## src/sv/gvt_pkg.sv

```systemverilog
package gvt_pkg;

  localparam int IDX_W  = 6;
  localparam int TIME_W = 32;

  typedef enum logic [2:0] {
    ST_CLEAR,
    ST_IDLE,
    ST_SCAN,
    ST_DRAIN,
    ST_FINISH
  } gvt_state_t;

  typedef struct packed {
    logic valid;
    logic first;
  } scan_beat_t;

endpackage

```

## src/sv/gvt_ram.sv

```systemverilog
module gvt_ram #(
  parameter int WIDTH = 32,
  parameter int DEPTH = 64
) (
  input  logic                     clk,
  input  logic                     we,
  input  logic [$clog2(DEPTH)-1:0] waddr,
  input  logic [WIDTH-1:0]         wdata,
  input  logic [$clog2(DEPTH)-1:0] raddr,
  output logic [WIDTH-1:0]         rdata
);

  logic [WIDTH-1:0] mem [DEPTH];

  always_ff @(posedge clk) begin
    if (we) begin
      mem[waddr] <= wdata;
    end
    rdata <= mem[raddr];
  end

endmodule

```

## src/sv/gvt_min_unit.sv

```systemverilog
module gvt_min_unit
  import gvt_pkg::*;
(
  input  logic                     clk,
  input  scan_beat_t               beat,
  input  logic [TIME_W-1:0]        rdata,
  output logic signed [TIME_W-1:0] min_time
);

  logic signed [TIME_W-1:0] sample;

  assign sample = $signed(rdata);

  always_ff @(posedge clk) begin
    if (beat.valid) begin
      if (beat.first || (sample < min_time)) begin
        min_time <= sample;
      end
    end
  end

endmodule

```

## src/sv/gvt_min_tracker.sv

```systemverilog
// Global virtual time tracker.
// Input channel (in_valid/in_ready): process_index and local_time report the
// new local time of one logical process. Output channel (out_valid/out_ready):
// new_global_time, sent only when the global time rises.
// Each transfer writes the local time into a single-port-write RAM, then the
// whole RAM is read back one entry per cycle while a running minimum is kept.
// An item is not taken until the last one is through: after a transfer the
// tracker passes through ST_SCAN, ST_DRAIN and ST_FINISH before in_ready rises
// again in ST_IDLE; the result is loaded into the output register in ST_FINISH.
// A report with process_index >= PROCESS_COUNT leaves the RAM unchanged.
// Reset (rst, synchronous) zeroes the global time and starts a clearing pass
// that writes zero into every RAM entry, one per cycle; in_ready stays low
// during the pass.
// The result sits in an output register. While the receiver stalls, the next
// item is still taken and scanned; only a second rising result waits for the
// register to drain before it is loaded.
module gvt_min_tracker
  import gvt_pkg::*;
#(
  parameter int PROCESS_COUNT = 64
) (
  input  logic                     clk,
  input  logic                     rst,
  input  logic                     in_valid,
  output logic                     in_ready,
  input  logic [IDX_W-1:0]         process_index,
  input  logic signed [TIME_W-1:0] local_time,
  output logic                     out_valid,
  input  logic                     out_ready,
  output logic signed [TIME_W-1:0] new_global_time
);

  localparam int ADDR_W = $clog2(PROCESS_COUNT);
  localparam int WIDE_W = (ADDR_W > IDX_W) ? ADDR_W : IDX_W;

  gvt_state_t state, state_next;
  logic [ADDR_W-1:0] cnt, cnt_next;
  scan_beat_t beat, beat_next;
  logic signed [TIME_W-1:0] global_time;
  logic signed [TIME_W-1:0] min_time;
  logic [TIME_W-1:0] rdata;
  logic [WIDE_W-1:0] idx_wide;
  logic idx_ok;
  logic cnt_last;
  logic we;
  logic [ADDR_W-1:0] waddr;
  logic [TIME_W-1:0] wdata;
  logic raise;
  logic load_out;

  assign idx_wide = WIDE_W'(process_index);
  assign idx_ok   = 32'(process_index) < 32'(PROCESS_COUNT);
  assign cnt_last = cnt == ADDR_W'(PROCESS_COUNT - 1);
  assign raise    = min_time > global_time;

  gvt_ram #(
    .WIDTH(TIME_W),
    .DEPTH(PROCESS_COUNT)
  ) u_ram (
    .clk  (clk),
    .we   (we),
    .waddr(waddr),
    .wdata(wdata),
    .raddr(cnt),
    .rdata(rdata)
  );

  gvt_min_unit u_min (
    .clk     (clk),
    .beat    (beat),
    .rdata   (rdata),
    .min_time(min_time)
  );

  always_comb begin
    state_next = state;
    cnt_next   = cnt;
    beat_next  = '0;
    in_ready   = 1'b0;
    we         = 1'b0;
    waddr      = cnt;
    wdata      = '0;
    load_out   = 1'b0;
    case (state)
      ST_CLEAR: begin
        we       = 1'b1;
        cnt_next = cnt + 1'b1;
        if (cnt_last) begin
          cnt_next   = '0;
          state_next = ST_IDLE;
        end
      end
      ST_IDLE: begin
        in_ready = 1'b1;
        waddr    = idx_wide[ADDR_W-1:0];
        wdata    = local_time;
        if (in_valid) begin
          we         = idx_ok;
          cnt_next   = '0;
          state_next = ST_SCAN;
        end
      end
      ST_SCAN: begin
        beat_next.valid = 1'b1;
        beat_next.first = cnt == '0;
        cnt_next        = cnt + 1'b1;
        if (cnt_last) begin
          cnt_next   = '0;
          state_next = ST_DRAIN;
        end
      end
      ST_DRAIN: begin
        state_next = ST_FINISH;
      end
      ST_FINISH: begin
        if (!raise) begin
          state_next = ST_IDLE;
        end else if (!out_valid || out_ready) begin
          load_out   = 1'b1;
          state_next = ST_IDLE;
        end
      end
      default: begin
        state_next = ST_IDLE;
      end
    endcase
  end

  always_ff @(posedge clk) begin
    if (rst) begin
      state       <= ST_CLEAR;
      cnt         <= '0;
      beat        <= '0;
      global_time <= '0;
      out_valid   <= 1'b0;
    end else begin
      state <= state_next;
      cnt   <= cnt_next;
      beat  <= beat_next;
      if (load_out) begin
        global_time <= min_time;
        out_valid   <= 1'b1;
      end else if (out_ready) begin
        out_valid <= 1'b0;
      end
    end
  end

  always_ff @(posedge clk) begin
    if (load_out) begin
      new_global_time <= min_time;
    end
  end

endmodule

```

## config.mk

```make
export PLATFORM = sky130hd
export DESIGN_NAME = gvt_min_tracker
export DESIGN_NICKNAME = d
export VERILOG_FILES = /design/src/sv/gvt_pkg.sv /design/src/sv/gvt_ram.sv /design/src/sv/gvt_min_unit.sv /design/src/sv/gvt_min_tracker.sv
export SDC_FILE = /design/constraint.sdc
export NUM_CORES = 2
export LEC_CHECK = 0
export BUFFER_PORTS_ARGS = -buffer_cell sky130_fd_sc_hd__buf_4
export CAP_MARGIN = 20
export CORE_MARGIN = 4
export CORE_UTILIZATION = 50
export DETAILED_ROUTE_END_ITERATION = 6
export PLACE_DENSITY = 0.71
export SYNTH_ARGS = -nofsm -noshare
export SYNTH_HDL_FRONTEND = slang
export SYNTH_SLANG_ARGS = --single-unit
```

## constraint.sdc

```tcl
create_clock -name clk -period 9.15 [get_ports clk]
set_clock_uncertainty 0.1 [all_clocks]
set_input_delay 1.3725 -clock clk [delete_from_list [all_inputs] [get_ports clk]]
set_output_delay 1.3725 -clock clk [all_outputs]
set_load 0.1 [all_outputs]
```

## After elaboration in Yosys (flattened, before gate mapping)

Memories as Yosys holds them, arrays and structs flattened. A register that Yosys moved wholly into a read port is not among the register bits.
Cells that the tools add are included.
W data, S select, Z words.

| storage, ports and cells | value |
|---|---|
| memories | 1 |
| output and inout bits | 34 |
| RAM bits | 2048 |
| register bits after elaboration | 108 |

| operators by class | value |
|---|---|
| eq/ne operators | 9 |
| $add $sub $neg | 1 |
| bitwise gates (word level) | 1 |
| mux-type cells | 22 |
| order comparisons | 2 |
| reductions and logical operators | 12 |

Memory list:

| name | depth | bits a word | read ports | clocked after memory_dff | write ports | RTL line | source |
|---|---|---|---|---|---|---|---|
| u_ram.mem | 64 | 32 | 1 | 1 | 1 | gvt_ram.sv:13 | `logic [WIDTH-1:0] mem [DEPTH];` |

Operator list:

| operator | number |
|---|---|
| $gt A32 B32 Y1 | 1 |
| $lt A32 B32 Y1 | 1 |
| $mux W32 | 1 |
| $mux W6 | 3 |
| $mux W3 | 5 |
| $pmux W3 S5 | 1 |
| $pmux W6 S2 | 1 |
| $mux W1 | 9 |
| $add A6 B1 Y6 const B | 1 |
| $eq A3 B2 Y1 const B | 2 |
| $eq A6 B6 Y1 const B | 1 |
| $logic_not A6 Y1 | 1 |
| $ne A2 B2 Y1 const B | 3 |
| $reduce_and A2 Y1 | 2 |
| $reduce_and A4 Y1 | 1 |
| $reduce_bool A2 Y1 | 2 |
| $reduce_or A2 Y1 | 2 |
| $eq A3 B1 Y1 const B | 1 |
| $eq A3 B3 Y1 const B | 1 |
| $logic_not A3 Y1 | 1 |
| $ne A3 B3 Y1 const B | 1 |
| $logic_or A1 B1 Y1 | 2 |
| $mux W2 | 1 |
| $pmux W1 S2 | 1 |
| 2 further kinds | 2 |

## Logic depth before layout (Yosys ltp)

| depth | value |
|---|---|
| depth in word-level cells | 6 |
| mapped depth | 11 |
| gate-level depth less buffers | 9 |

## Modules after synthesis

A second synthesis with hierarchy kept.

| second synthesis, totals | value |
|---|---|
| cells, all modules | 3842 |
| area, all modules | 84157.0 um^2 |

By module, submodules not included:

| module | instances | cells an instance | area an instance (um^2) |
|---|---|---|---|
| gvt_ram | 1 | 3324 | 78515.3 |
| gvt_min_tracker | 1 | 370 | 3857.4 |
| gvt_min_unit | 1 | 148 | 1784.2 |

## Worst setup path before layout

OpenSTA, ideal clock, no wires.

| path | value |
|---|---|
| kind | input -> register |
| start | input port process_index[3] |
| end | memory u_ram.mem[51][0], enable pin |
| arrival time | 3458 ps |
| slack | 5171 ps |
| required time | 8629 ps |
| buffers on the path | 0 |
| stages | 5 |
| cell sequence | nand3b_1 -> o21ai_0 -> nand3_1 -> or3_1 -> nor2_1 |

| on the way | value |
|---|---|
| word-level cells in the longest chain between the ends | 1 |

Ends and longest elaborated chain:

| element | RTL line | source |
|---|---|---|
| start, declared | gvt_min_tracker.sv:26 | `input logic [IDX_W-1:0] process_index,` |
| $mux W6 | gvt_min_tracker.sv:84 | `case (state)` |
| end, declared | gvt_ram.sv:13 |  |

No other way between the ends.

==> flow_metrics.tcl <==
set metrics [dict create \
    status "finished, final reports clean" \
    die_h_um 419 \
    cellPowerDensity_nw_per_um2 211 \
    cts_max_level 4 \
    path_clk_slew_ns 0.06 \
    setup_viol 0 \
    clock-sinks 2188 \
    syn_inst 3697 \
    syn_area_um2 84400 \
    grt_antenna_before_repair 12 \
    clock_path_buffers 3 \
    grt_pass1_wl_um 290000 \
    synth_edf_count 2112 \
    dr.pass1.iters 7 \
    path_cells "buf_4 -> buf_4 -> mux4_2 -> nand2_1 -> a31oi_1 -> mux4_2" \
    nets 4023 \
    peakVddDrop_mv 0.172 \
    top_layer "met5" \
    hold_class "reg -> reg" \
    synth_seq_cells 2188 \
    async_flop_share 0 \
    ys_types 51 \
    cp_slowest_cell "buf_4" \
    dp_cells 5884 \
    grt-ovfl-total 0 \
    switching_power_w 0.00425 \
    port_buffers 75 \
    start_kind "flip-flop" \
    cts_hold_buf 0 \
    layout_commonest_cell "edfxtp_1" \
    die-area_um2 176000 \
    clk_latency_ns 0.82 \
    wire_per_inst_um 32.2 \
    ctsRootBufferMaster "clkbuf_16" \
    seqPwrFrac 0.549 \
    instances_no_fill 6302 \
    grt_usage 0.232 \
    wl_met2_um 97900 \
    path_max_fanout 54 \
    fin_crit_ns 4.51 \
    period_share 0.493 \
    ys_seq_area_frac 0.769 \
    syn_nets 3804 \
    maxCapViolCount 0 \
    final_layout_size_suffix_gt1_frac 0.296 \
    ios 76 \
    coreArea_um2 168000 \
    leakagePower_nw 26.7 \
    cts_tree "yes" \
    wl_met3_um 21400 \
    maxSlewHeadroom 0.307 \
    slew_viol_final 0 \
    clkPwrFrac 0.401 \
    cts_buffers 201 \
    drt-initial-drc-count 5563 \
    wl_met1_um 76700 \
    synthToLayoutAreaGrowth_pct 12.9 \
    internal-power_w 0.0158 \
    fmax_mhz 222 \
    cp_num_buf_inv 2 \
    switching_share 0.212 \
    ant_nets 0 \
    grt_pass1_vias 39562 \
    cts_resized 0 \
    num_vias 39886 \
    drt-total-wl_um 203000 \
    yosysWarnings 0 \
    avgSynthCellArea_um2 22.8 \
    p_comb_frac 0.050 \
    cpLargestDelayFamily "buffers and inverters" \
    grt_max_degree 141 \
    setup_tns_ns 0 \
    dieWidth_um 419 \
    layout_common_cells "edfxtp_1 (2112), mux4_2 (630), clkbuf_16 (202)" \
    rsz0062_at_grt "false" \
    tightest_slew_ns 1.04 \
    required_ns 9.81 \
    hold_viol 0 \
    cp-end-kind "flip-flop" \
    dp_hpwl_um 108000 \
    ys.flop_type "edfxtp_1" \
    route.detailed.drc 0 \
    viasPerCell 6.33 \
    crit_arrival_ns 5.17 \
    initial_core_util 0.504 \
    postCtsSetupBuffers 0 \
    crit_type "reg -> reg" \
    place.gp.congestion 0.824 \
    fp-row-count 150 \
    slowest_delay_ns 0.87 \
]
==> final timing paths <==
kind                                      start            endpoint  slack (ns)  cells past startpoint
worst min-delay path            u_ram.rdata[23]  u_min.min_time[23]        0.33                      0
worst max register to register           cnt[2]     u_ram.rdata[16]        4.64                      6
worst min register to register  u_ram.rdata[23]  u_min.min_time[23]        0.33                      0
worst max-delay path                     cnt[2]     u_ram.rdata[16]        4.64                      6
==> per-layer routing <==
metal  track usage  vias up
met5             0        -
met4        0.0789        4
met3        0.0510      328
met2         0.364     2218
met1         0.328    21323
li1              -    16013
==> cell families (layout without fill, tap and decap cells) <==
group / count (synthesis) / in the layout / share of synthesized area
compound gates: 153 / 153 / 0.0114
xor+xnor: 3 / 3 / 0.000311
fa+ha+maj: 65 / 65 / 0.00963
buf+inv: 256 / 650 / 0.0133
flops: 2188 / 2188 / 0.769
mux: 700 / 700 / 0.176
other cells: 0 / 7 / 0
simple gates: 332 / 332 / 0.0200
==> cell type report <==
cell class              instances  area [um2]
clock inverters               106         931
fillers                     11695       72200
repair buffers                202        2160
clock buffers                 272        5370
inverters                      70         263
well taps                    2204        2760
flip-flops and latches       2188       65000
diodes                          7        17.5
multi-input cells            1253       18900
==> power by group through the flow <==
stage               clock, W  sequential (W)  combinational, W
global route         0.00860          0.0110           0.00108
detailed placement         0          0.0112           0.00101
floorplan                  0          0.0111          0.000714
finish               0.00806          0.0110           0.00101
global placement           0          0.0112          0.000998
CTS                  0.00815          0.0110           0.00101
==> metrics by stage <==
step	hold slack, ns	total power [W]	worst slack, ns	cell area [um2]	util
detailed placement	0.328	0.0123	4.67	88300	0.527
CTS	0.339	0.0202	4.65	94600	0.564
global placement	0.324	0.0122	4.68	88200	0.526
finish	0.335	0.0201	4.64	95400	0.569
global route	0.353	0.0207	4.52	95400	0.569
floorplan	0.300	0.0119	5.17	84400	-
==> flip-flops by register name (all words and copies together), names as in the netlist <==
| signal | cells |
|---|---|
| beat | 2 |
| cnt | 6 |
| global_time | 32 |
| new_global_time | 32 |
| out_valid | 1 |
| state | 3 |
| u_min.min_time | 32 |
| u_ram.mem | 2048 |
| u_ram.rdata | 32 |
==> Yosys cell counts, drive strengths merged, types with 2 or more instances <==
cell type	count	area share
edfxtp	2112	0.75
mux4	630	0.17
buf	97	0.0062
clkbuf	89	0.0040
nor2	89	0.0040
dfxtp	76	0.018
inv	69	0.0031
mux2i	69	0.0082
nand2b	68	0.0050
nand2	67	0.0030
ha	65	0.0096
a21oi	45	0.0027
and2	33	0.0024
a211oi	30	0.0027
nor2b	25	0.0019
o21ai	18	0.0011
a31oi	16	0.0012
nand3	13	0.00077
o22ai	13	0.00096
a21o	11	0.00098
nand4	10	0.00074
o211ai	6	0.00053
nor3	5	0.00030
nand3b	4	0.00036
nor4	4	0.00030
o31a	4	0.00041
and3	3	0.00022
o21a	3	0.00027
a311oi	2	0.00021
nor3b	2	0.00018
or3	2	0.00015
xnor2	2	0.00021
==> worst reg2reg max path: cells and delay by family, from the launching register on <==
kind,cells,cell delay [ns]
AOI/OAI and AO/OA,1,0.81
buffers and inverters,2,1.82
DFF,1,0.84
muxes,2,0.82
and+or+nand+nor,1,0.06
Power figures use the tool's default switching activity.
